===== src/rtl/assert_macros.svh =====
// assertion helpers, empty when SYNTH is defined
`ifndef ASSERT_MACROS_SVH
`define ASSERT_MACROS_SVH

`ifndef SYNTH

// property that must hold at every clock edge outside reset
`define ASSERT_ALWAYS(lbl, clk, rst_n, prop, msg) \
	lbl: assert property (@(posedge clk) disable iff (!rst_n) (prop)) else $error(msg);

// condition in one cycle implies a condition in the next cycle
`define ASSERT_NEXT(lbl, clk, rst_n, pre, post, msg) \
	lbl: assert property (@(posedge clk) disable iff (!rst_n) (pre) |=> (post)) \
		else $error(msg);

`else

`define ASSERT_ALWAYS(lbl, clk, rst_n, prop, msg)

`define ASSERT_NEXT(lbl, clk, rst_n, pre, post, msg)

`endif

`endif


===== src/rtl/stkmid_pkg.sv =====
package stkmid_pkg;

	localparam int DEPTH  = 16;
	localparam int DATA_W = 32;
	localparam int CNT_W  = $clog2(DEPTH + 1);
	localparam int IDX_W  = (DEPTH > 1) ? $clog2(DEPTH) : 1;

	typedef logic [DATA_W-1:0] data_t;
	typedef logic [CNT_W-1:0]  cnt_t;
	typedef logic [IDX_W-1:0]  idx_t;

	typedef enum logic [1:0] {
		OP_PUSH     = 2'd0,
		OP_POP      = 2'd1,
		OP_READ_MID = 2'd2,
		OP_DEL_MID  = 2'd3
	} op_t;

	typedef enum logic [1:0] {
		ST_OK    = 2'd0,
		ST_EMPTY = 2'd1,
		ST_FULL  = 2'd2
	} status_t;

	// per-cell load controls
	typedef struct packed {
		logic load_prev;   // take the entry from the cell above (push)
		logic load_next;   // take the entry from the cell below (close a gap)
	} cell_ctrl_t;

endpackage


===== src/rtl/stkmid_cell.sv =====
module stkmid_cell (
	input  logic                   clk,
	input  stkmid_pkg::cell_ctrl_t ctrl,
	input  stkmid_pkg::data_t      prev_data,
	input  stkmid_pkg::data_t      next_data,
	output stkmid_pkg::data_t      data
);

	stkmid_pkg::data_t data_q;

	always_ff @(posedge clk) begin
		if (ctrl.load_prev) begin
			data_q <= prev_data;
		end else if (ctrl.load_next) begin
			data_q <= next_data;
		end
	end

	assign data = data_q;

endmodule


===== src/rtl/stack_with_middle_access.sv =====
// stack with access to its middle entry
//
// input channel (in_valid / in_stall) carries one operation per transaction:
// op selects push, pop top, read middle or delete middle; push_value is used
// by push only. output channel (out_valid / out_stall) returns exactly one
// transaction per operation: result_value, status and the occupancy after
// the operation.
//
// the registered result appears in the cycle after an operation is accepted.
// throughput: one operation per cycle while the receiver does not stall;
// every operation finishes in a single parallel load of the cell row, so
// nothing iterates. if the receiver stalls, the result is held in the
// output register and in_stall rises until that result is taken.
//
// reset clears the entry count and the output valid; the cell contents are
// not cleared, since cells at or beyond the count are never read.
// the middle entry is position floor((count-1)/2) from the top; a delete
// there makes every deeper entry move one cell toward the top.
`include "assert_macros.svh"

module stack_with_middle_access (
	input  logic        clk,
	input  logic        arst_n,
	input  logic        in_valid,
	output logic        in_stall,
	input  logic [1:0]  op,
	input  logic [31:0] push_value,
	output logic        out_valid,
	input  logic        out_stall,
	output logic [31:0] result_value,
	output logic [1:0]  status,
	output logic [4:0]  occupancy
);

	localparam int DEPTH = stkmid_pkg::DEPTH;

	// entry count and output register
	stkmid_pkg::cnt_t    count_q;
	logic                out_valid_q;
	stkmid_pkg::data_t   result_q;
	stkmid_pkg::status_t status_q;
	stkmid_pkg::cnt_t    occ_q;

	// decode of the current operation
	logic                accept;
	stkmid_pkg::op_t     op_c;
	logic                push_ok;
	logic                remove;
	stkmid_pkg::idx_t    rm_pos;
	stkmid_pkg::idx_t    mid;
	stkmid_pkg::cnt_t    cnt_m1;
	stkmid_pkg::cnt_t    cnt_nxt;
	stkmid_pkg::data_t   res_val;
	stkmid_pkg::status_t res_st;

	// cell row
	stkmid_pkg::data_t      cell_data [DEPTH];
	stkmid_pkg::cell_ctrl_t cell_ctrl [DEPTH];

	// a new transaction enters whenever the output register is free or drains
	assign in_stall = out_valid_q && out_stall;
	assign accept   = in_valid && !in_stall;

	assign op_c   = stkmid_pkg::op_t'(op);
	assign cnt_m1 = count_q - 1'b1;
	assign mid    = stkmid_pkg::idx_t'(cnt_m1 >> 1);

	always_comb begin
		push_ok = 1'b0;
		remove  = 1'b0;
		rm_pos  = '0;
		res_val = '0;
		res_st  = stkmid_pkg::ST_OK;
		cnt_nxt = count_q;
		unique case (op_c)
			stkmid_pkg::OP_PUSH: begin
				if (count_q == stkmid_pkg::CNT_W'(DEPTH)) begin
					res_st = stkmid_pkg::ST_FULL;
				end else begin
					push_ok = 1'b1;
					cnt_nxt = count_q + 1'b1;
				end
			end
			stkmid_pkg::OP_POP: begin
				if (count_q == '0) begin
					res_st = stkmid_pkg::ST_EMPTY;
				end else begin
					remove  = 1'b1;
					res_val = cell_data[0];
					cnt_nxt = cnt_m1;
				end
			end
			stkmid_pkg::OP_READ_MID: begin
				if (count_q == '0) begin
					res_st = stkmid_pkg::ST_EMPTY;
				end else begin
					res_val = cell_data[mid];
				end
			end
			stkmid_pkg::OP_DEL_MID: begin
				if (count_q == '0) begin
					res_st = stkmid_pkg::ST_EMPTY;
				end else begin
					// with two entries mid is the top, so the old second one becomes top
					remove  = 1'b1;
					rm_pos  = mid;
					res_val = cell_data[mid];
					cnt_nxt = cnt_m1;
				end
			end
			default: begin
				res_st = stkmid_pkg::ST_OK;
			end
		endcase
	end

	// row of cells: a push shifts every cell down by one, a removal shifts
	// the cells at and below the removed position up by one
	for (genvar i = 0; i < DEPTH; i++) begin : g_cell
		stkmid_pkg::data_t prev_d;
		stkmid_pkg::data_t next_d;

		if (i == 0) begin : g_top
			assign prev_d = push_value[stkmid_pkg::DATA_W-1:0];
		end else begin : g_inner_prev
			assign prev_d = cell_data[i-1];
		end

		if (i == DEPTH - 1) begin : g_bottom
			assign next_d = cell_data[i];
		end else begin : g_inner_next
			assign next_d = cell_data[i+1];
		end

		assign cell_ctrl[i].load_prev = accept && push_ok;
		assign cell_ctrl[i].load_next = accept && remove &&
			(stkmid_pkg::idx_t'(i) >= rm_pos);

		stkmid_cell u_cell (
			.clk       (clk),
			.ctrl      (cell_ctrl[i]),
			.prev_data (prev_d),
			.next_data (next_d),
			.data      (cell_data[i])
		);
	end

	// control state
	always_ff @(posedge clk or negedge arst_n) begin
		if (!arst_n) begin
			count_q     <= '0;
			out_valid_q <= 1'b0;
		end else begin
			if (accept) begin
				count_q     <= cnt_nxt;
				out_valid_q <= 1'b1;
			end else if (!out_stall) begin
				out_valid_q <= 1'b0;
			end
		end
	end

	// result payload
	always_ff @(posedge clk) begin
		if (accept) begin
			result_q <= res_val;
			status_q <= res_st;
			occ_q    <= cnt_nxt;
		end
	end

	assign out_valid    = out_valid_q;
	assign result_value = result_q;
	assign status       = status_q;
	assign occupancy    = occ_q;

	// checks
	`ASSERT_ALWAYS(a_count_bound, clk, arst_n, count_q <= stkmid_pkg::CNT_W'(DEPTH), "count above depth")
	`ASSERT_NEXT(a_push_grows, clk, arst_n, accept && push_ok, count_q == $past(count_q) + 1'b1, "push did not grow count")
	`ASSERT_NEXT(a_remove_shrinks, clk, arst_n, accept && remove, count_q == $past(count_q) - 1'b1, "removal did not shrink count")
	`ASSERT_ALWAYS(a_full_occ, clk, arst_n, !(out_valid_q && status_q == stkmid_pkg::ST_FULL) || occ_q == stkmid_pkg::CNT_W'(DEPTH), "full status without full stack")

endmodule

===== config.mk =====
export PLATFORM = sky130hd
export DESIGN_NAME = stack_with_middle_access
export DESIGN_NICKNAME = d
export VERILOG_FILES = /design/src/rtl/stkmid_pkg.sv /design/src/rtl/stkmid_cell.sv /design/src/rtl/stack_with_middle_access.sv
export VERILOG_INCLUDE_DIRS = /design/src /design/src/rtl
export SDC_FILE = /design/constraint.sdc
export NUM_CORES = 1
export LEC_CHECK = 0
export ABC_AREA = 1
export BUFFER_PORTS_ARGS = -buffer_cell sky130_fd_sc_hd__buf_2
export CAP_MARGIN = 20
export CORE_MARGIN = 8
export CORE_UTILIZATION = 50
export CTS_CLUSTER_SIZE = 40
export DETAILED_ROUTE_END_ITERATION = 7
export PLACE_DENSITY = 0.77
export SYNTH_ARGS = -nofsm -noshare
export SYNTH_HDL_FRONTEND = slang
export SYNTH_HIERARCHICAL = 1
export SYNTH_SLANG_ARGS = --single-unit

===== constraint.sdc =====
create_clock -name clk -period 9.6 [get_ports clk]
set_clock_uncertainty 0.15 [all_clocks]
set_input_delay 0.48 -clock clk [delete_from_list [all_inputs] [get_ports clk]]
set_output_delay 0.48 -clock clk [all_outputs]
set_load 0.03 [all_outputs]

==> results of run 1 <==
critical path, stage by stage (launching register included):
cell	delay (ps)
dfrtp_1	410
inv_1	150
ha_4	450
inv_8	510
buf_4	780
buf_4	850
nand2_1	130
nand2_1	110
nand2_1	60
nand2_1	110
nand2_1	50
nand2_1	90
nand2_1	50
nand3_1	130
nand2_1	50
what timing repair did:
item                      in CTS  in global routing
hold endpoints to repair      31                  0
hold buffers                  27                  0
gates resized for setup        0                  0
layer usage:
layer | GRT usage, % | vias to the layer above
li1 | - | 12400
met1 | 31.7 | 12300
met2 | 40.4 | 1413
met3 | 3.22 | 237
met4 | 11.9 | 0
met5 | 0 | -
state kept, by name, summed over array words and instances (netlist names):
name / flops
count_q: 5
g_cell.u_cell/data: 512
occupancy: 5
out_valid: 1
result_value: 32
status: 2
logic make-up after synthesis:
logic type      count (synthesis)  synth area share, %
flops                         557                 53.9
xor+xnor                        3               0.0848
simple gates                 2776                 34.5
compound gates                146                 2.38
buf+inv                       523                 9.10
fa+ha+maj                       2               0.0808
worst max path at each step:
stage / to / depth (start not counted) / slack [ps] / from
floorplan: g_cell[1].u_cell/data[0]$_DFFE_PP_ / 7 / 5220 / out_valid$_DFFE_PN0P_
global placement: g_cell[0].u_cell/data[22]$_DFFE_PP_ / 10 / 5160 / out_stall
detailed placement: g_cell[0].u_cell/data[22]$_DFFE_PP_ / 10 / 5140 / out_stall
CTS: result_value[18]$_DFFE_PP_ / 14 / 5160 / count_q[0]$_DFFE_PN0P_
global route: result_value[22]$_DFFE_PP_ / 14 / 4780 / count_q[0]$_DFFE_PN0P_
finish: result_value[18]$_DFFE_PP_ / 14 / 5050 / count_q[0]$_DFFE_PN0P_
metrics by stage:
step	hold WS, ps	std cells	area, um2	setup WS [ps]
2_1_floorplan	34.4	4007	31000	5220
3_3_place_gp	173	4669	30900	5160
3_5_place_dp	173	4670	31000	5140
4_1_cts	10.3	4801	32900	5160
5_1_grt	44.0	4805	33000	4780
6_report	50.5	4805	33000	5050
report_power, final:
part	leakage, nW	switching (W)	internal [W]
registers	5.26	0.000375	0.00341
logic	9.81	0.00361	0.00129
clock network	0.831	0.000978	0.00116
layout make-up:
| class | instances | area, um2 | area share [%] |
|---|---|---|---|
| antenna | 2 | 5.00 | 0.0152 |
| clock buffer | 67 | 1460 | 4.44 |
| clock inverter | 37 | 254 | 0.770 |
| inverter | 299 | 1170 | 3.55 |
| multi-input combinational | 2927 | 11500 | 35.0 |
| sequential | 557 | 16700 | 50.6 |
| tap | 790 | 988 | 3.00 |
| timing repair buffer | 126 | 876 | 2.66 |
layout by cell type, fill, tap and decap left out, drive strengths merged:
cell type    netlist  final
diode              0      2
clkinvlp           0      4
xor2               2      2
edfxtp           551    551
nand2           2346   2346
inv              299    301
bufinv             0      3
or2               16     16
nand4              2      2
xnor2              1      1
nor3               1      1
a21oi              4      4
clkinv             0     28
buf              209     99
nand3            141    141
dlygate4sd3        0     27
dfrtp              6      6
nor2             270    270
o21ai            139    139
ha                 2      2
o211ai             3      3
clkbuf            15     67
==> results by group, run 1 <==
Critical path
  • R2R Path Start: count_q[0]$_DFFE_PN0P_
  • Worst endpoint data arrival time: roughly 4800 ps
  • CP Launch Type: register
  • CP Class: reg -> reg
  • CP Max Fanout: 99
  • Worst R2R End: result_value[18]$_DFFE_PP_
  • Crit path required time: about 9800 ps
  • Crit. End Element: register
  • R2R Setup Slk: around 5000 ps
  • Worst-case reg-to-reg path depth: 14

Detailed routing
  • WL/cell: between 15 and 20 um
  • Drt pass-1 iters: 8
  • Routed metal-1 wire length: 34.1 mm
  • Top sig layer: met4
  • Iter 0 DRT Violations: roughly 3300
  • Post-route ant nets: 0
  • DR vias: between 20000 and 30000
  • Met3 WL: roughly 7.6 mm
  • Vias per cell: 5.48
  • WL met2: 42.5 mm
  • WL final: 88.4 mm
  • Drt drc: 0

Finish
  • Post-layout utilization of the core: 53.6%
  • Share of post-route cells with drive strength above 1: approximately 5.7%
  • Final #Nets: between 4000 and 5000
  • Filler cells: 5663
  • Area growth syn-to-layout: 6.46%

Clock network
  • Worst-Skew Late Latency: between 600 and 700 ps
  • Num CTS Buffers: 57
  • CTS Buffer Depth: 3
  • Post-CTS setup buffers: 0
  • Clock sinks: 557
  • H-tree levels: 2
  • TritonCTS clock tree: yes
  • CTS clk-pin slew, worst paths: ~60 ps
  • Clock root buffer: clkbuf_16

Logic synthesis
  • Synth Instances: between 4000 and 5000
  • Post-Synthesis Cell Area: around 31000 um2
  • Most common cell in the synthesized netlist: nand2_1
  • Mean Syn Cell Area: around 7.7 um2
  • Top cells by area, synth: edfxtp_1 (53%), nand2_1 (28%), inv_1 (3.3%)
  • Sequential area share after synthesis: between 50% and 60%
  • FFs w/ async S/R, synth: approximately 1.1%
  • Post-synth top cells: nand2_1 (2344), edfxtp_1 (551), inv_1 (274)
  • Mapped Nets: roughly 4000
  • Yosys reg bits: between 500 and 600
  • Unique masters post-synth: 28
  • Top cell type's share of synthesized area: 53.4%
  • Post-synth EDFFs: approximately 550
  • Yosys warns: 6
  • Yosys top cell by area: edfxtp_1
  • Most used DFF post-synth: edfxtp_1

Worst hold path
  • Hold Path End: g_cell[0].u_cell/data[3]$_DFFE_PP_
  • Hold Path Stages: 3
  • Hold_sp: push_value[3]
  • HP Class: in -> reg

Power and ir drop
  • Leak: ~16 nW
  • Overall power: roughly 0.011 W
  • Pwr Density: 328 nW/um2
  • Peak supply drop: approximately 0.35 mV

Timing
  • Fmax achieved: about 220 MHz
  • Final setup viols: 0
  • Fin. Hold Viols: 0
  • Fin. max-slew vios: 0
  • Final Cycle Share: 47.4%
  • Rel. slew slack: between 20% and 30%
  • RSZ-0062 raised after global routing: false
  • Setup TNS: 0 ps
  • Period minus WS final: approximately 4600 ps
  • Tightest Pin Transition: about 1200 ps

Global route
  • Initial antenna violation count: 2
  • First-pass GRT wire length: ~140 mm
  • Largest net degree at the start of global routing: about 160
  • Total gr overflow: 0
  • GRT Util Overall: between 20 and 25%
  • Vias in the first global route: approximately 25000

Floorplanning
  • IO Count: between 70 and 80
  • Die ar.: approximately 70000 um2
  • Core ar.: 61500 um2
  • Starting Density: 50.4%
  • Rows: just over 90
  • Horiz. Die Dim: ~260 um
  • Die Span Y: roughly 260 um

Place
  • Buffers added on ports: 78
  • HPWL after DPL: between 50 and 60 mm
  • GP Congestion: about 0.85

Flow run
  • Max-cap violations: 0

Status
  • Status: complete, no violations
Note: power is estimated with default switching activity, not from simulation.
==> inputs of run 2 (changes only) <==
Clock period 9.6 ns to 4.27 ns, I/O delays scaled along.
==> results by group, run 2 (synthesized netlist as in run 1, its figures left out) <==
Timing
  • RSZ-0062 raised after global routing: false (unchanged)
  • Fmax achieved: 297 MHz (was 220 MHz)
  • Final Cycle Share: 78.8% (was 47.4%)
  • Hold Slack: 61.0 ps (was 50.5 ps)
  • Setup TNS: 0 ps (unchanged)
  • Rel. slew slack: 22.1% (was 20.7%)
  • Final setup viols: 0 (unchanged)
  • Fin. Hold Viols: 0 (unchanged)
  • Tightest Pin Transition: 1170 ps (was 1190 ps)
  • Period minus WS final: 3360 ps (was 4550 ps)
  • Setup WS post-layout: 907 ps (was 5050 ps)
  • Fin. max-slew vios: 0 (unchanged)

Critical path
  • Crit path required time: 4490 ps (was 9830 ps)
  • CP Launch Type: register (unchanged)
  • Crit-path max cell delay: 520 ps (was 850 ps)
  • Critical Path Most Common Cell: nand2_1 (unchanged)
  • CP Max Fanout: 148 (was 99)
  • Worst endpoint data arrival time: 3590 ps (was 4780 ps)
  • Slowest CP cell: buf_12 (was buf_4)
  • CP cell instances: inv_1 -> ha_4 -> nand3_1 -> nand2_1 -> nor2_4 -> buf_12 -> inv_4 -> nand2_1 -> nand2_1 (was inv_1 -> ha_4 -> inv_8 -> buf_4 -> buf_4 -> nand2_1 -> nand2_1 -> nand2_1 -> nand2_1 -> nand2_1 -> nand2_1 -> nand2_1 -> nand3_1 -> nand2_1)
  • Crit. End Element: register (unchanged)
  • CP Class: reg -> reg (unchanged)

Detailed routing
  • WL/cell: 18.5 um (was 18.4 um)
  • WL final: 89.0 mm (was 88.4 mm)
  • Vias per cell: 5.49 (was 5.48)
  • Drt drc: 0 (unchanged)
  • Iter 0 DRT Violations: 3095 (was 3339)
  • Post-route ant nets: 0 (unchanged)
  • DR vias: 26500 (was 26400)
  • Drt pass-1 iters: 6 (was 8)

Clock network
  • CTS Buffer Depth: 3 (unchanged)
  • Worst-Skew Late Latency: 630 ps (about the same)
  • Post-CTS sizing: 0 (unchanged)
  • Clock sinks: 557 (unchanged)
  • TritonCTS clock tree: yes (unchanged)
  • Num CTS Buffers: 58 (was 57)
  • Post-CTS setup buffers: 0 (unchanged)
  • CTS clk-pin slew, worst paths: 60 ps (about the same)
  • Clock root buffer: clkbuf_16 (unchanged)
  • H-tree levels: 2 (unchanged)

Global route
  • Initial antenna violation count: 0 (was 2)
  • Largest net degree at the start of global routing: 200 (was 161)
  • GRT Util Overall: 24.5% (was 24.4%)
  • First-pass GRT wire length: 138 mm (about the same)
  • Total gr overflow: 0 (unchanged)
  • Vias in the first global route: 25400 (was 25300)

Place
  • Placed Area: 31000 um2 (about the same)
  • Worst slack, placed: 999 ps (was 5140 ps)
  • GP Congestion: 0.864 (was 0.852)
  • HPWL after DPL: 51.9 mm (was 53.1 mm)
  • Buffers added on ports: 78 (unchanged)

Power and ir drop
  • Pwr Density: 748 nW/um2 (was 328 nW/um2)
  • Peak supply drop: 0.917 mV (was 0.353 mV)
  • Overall power: 0.0250 W (was 0.0108 W)
  • Leak: 16.1 nW (was 15.9 nW)

Floorplanning
  • Die ar.: 70200 um2 (unchanged)
  • Starting Density: 50.4% (unchanged)
  • Horiz. Die Dim: 265 um (unchanged)
  • Rows: 91 (unchanged)
  • Core ar.: 61500 um2 (unchanged)
  • IO Count: 79 (unchanged)
  • Die Span Y: 265 um (unchanged)

Finish
  • Area growth syn-to-layout: 7.64% (was 6.46%)
  • Max reg flops: 512 (unchanged)
  • Commonest non-fill, non-tap cell in the layout: nand2_1 (unchanged)
  • Share of post-route cells with drive strength above 1: 5.91% (was 5.71%)
  • Antenna diodes: 0 (was 2)
  • Most frequent cells in the layout: nand2_1 (2340), edfxtp_1 (551), inv_1 (273) (was nand2_1 (2340), edfxtp_1 (551), inv_1 (274))
  • Post-Layout Inst Area: 33400 um2 (was 33000 um2)
  • Final #Nets: 4024 (was 4008)

Status
  • Status: complete, no violations (unchanged)

Flow run
  • Max-cap violations: 0 (unchanged)

Worst hold path
  • HP Class: in -> reg (unchanged)
-- run 2: cell count changes in the layout (fill, tap and decap cells not counted), sizes merged --
cell / delta
bufinv: +6
dlygate4sd3: +11
diode: -2
clkbuf: +9
clkinv: -7
clkinvlp: -4
inv: -2
buf: +4
-- run 2: path summary, 6_finish.rpt --
kind | slack [ps] | to | startpoint | depth (start not counted)
max | 910 | g_cell[9].u_cell/data[11]$_DFFE_PP_ | count_q[0]$_DFFE_PN0P_ | 9
min | 60 | count_q[3]$_DFFE_PN0P_ | out_stall | 6
max reg2reg | 910 | g_cell[9].u_cell/data[11]$_DFFE_PP_ | count_q[0]$_DFFE_PN0P_ | 9
min reg2reg | 420 | g_cell[1].u_cell/data[2]$_DFFE_PP_ | g_cell[2].u_cell/data[2]$_DFFE_PP_ | 2
max in group asynchronous | 3240 | out_valid$_DFFE_PN0P_ | arst_n | 3
min in group asynchronous | 450 | count_q[1]$_DFFE_PN0P_ | arst_n | 3
-- run 2: through the flow --
stage	cells	utilization, %
final	4820	54.2
after global routing	4820	54.2
after CTS	4819	54.2
after detailed placement	4675	50.5
after global placement	4675	50.5
after floorplan	4007	-
-- run 2: timing repair --
| action | CTS | global route |
|---|---|---|
| endpoints found under the setup margin | 0 | 0 |
| hold endpoints to repair | 48 | 0 |
| hold buffers | 38 | 0 |
-- run 2: layer usage --
layer | track usage (%) | wire [um] | vias up
li1 | - | - | 12400
met5 | 0 | 0 | -
met4 | 11.2 | 3840 | 0
met3 | 3.85 | 8660 | 222
met2 | 40.6 | 42900 | 1476
met1 | 31.6 | 33600 | 12400
-- run 2: final cells by class --
cell class	count	area (um2)
Inverter	299	1170
Multi-Input combinational cell	2927	11500
Sequential cell	557	16700
Fill cell	5576	28100
Timing Repair Buffer	141	1070
Tap cell	790	988
Clock inverter	30	368
Clock buffer	76	1540
-- run 2: critical path, delay by kind of cell (launching register included) --
kind | cells | cell delay, ps
DFF | 1 | 410
adders and majority gates | 1 | 210
buffers and inverters | 3 | 1060
and+or+nand+nor | 5 | 1080
-- run 2: where the power goes --
part	switching [W]	leakage, nW	total [W]	internal (W)
registers	0.000832	5.26	0.00849	0.00766
logic	0.00823	9.89	0.0112	0.00297
clock network	0.00219	0.936	0.00526	0.00307
total	0.0113	16.1	0.0250	0.0137
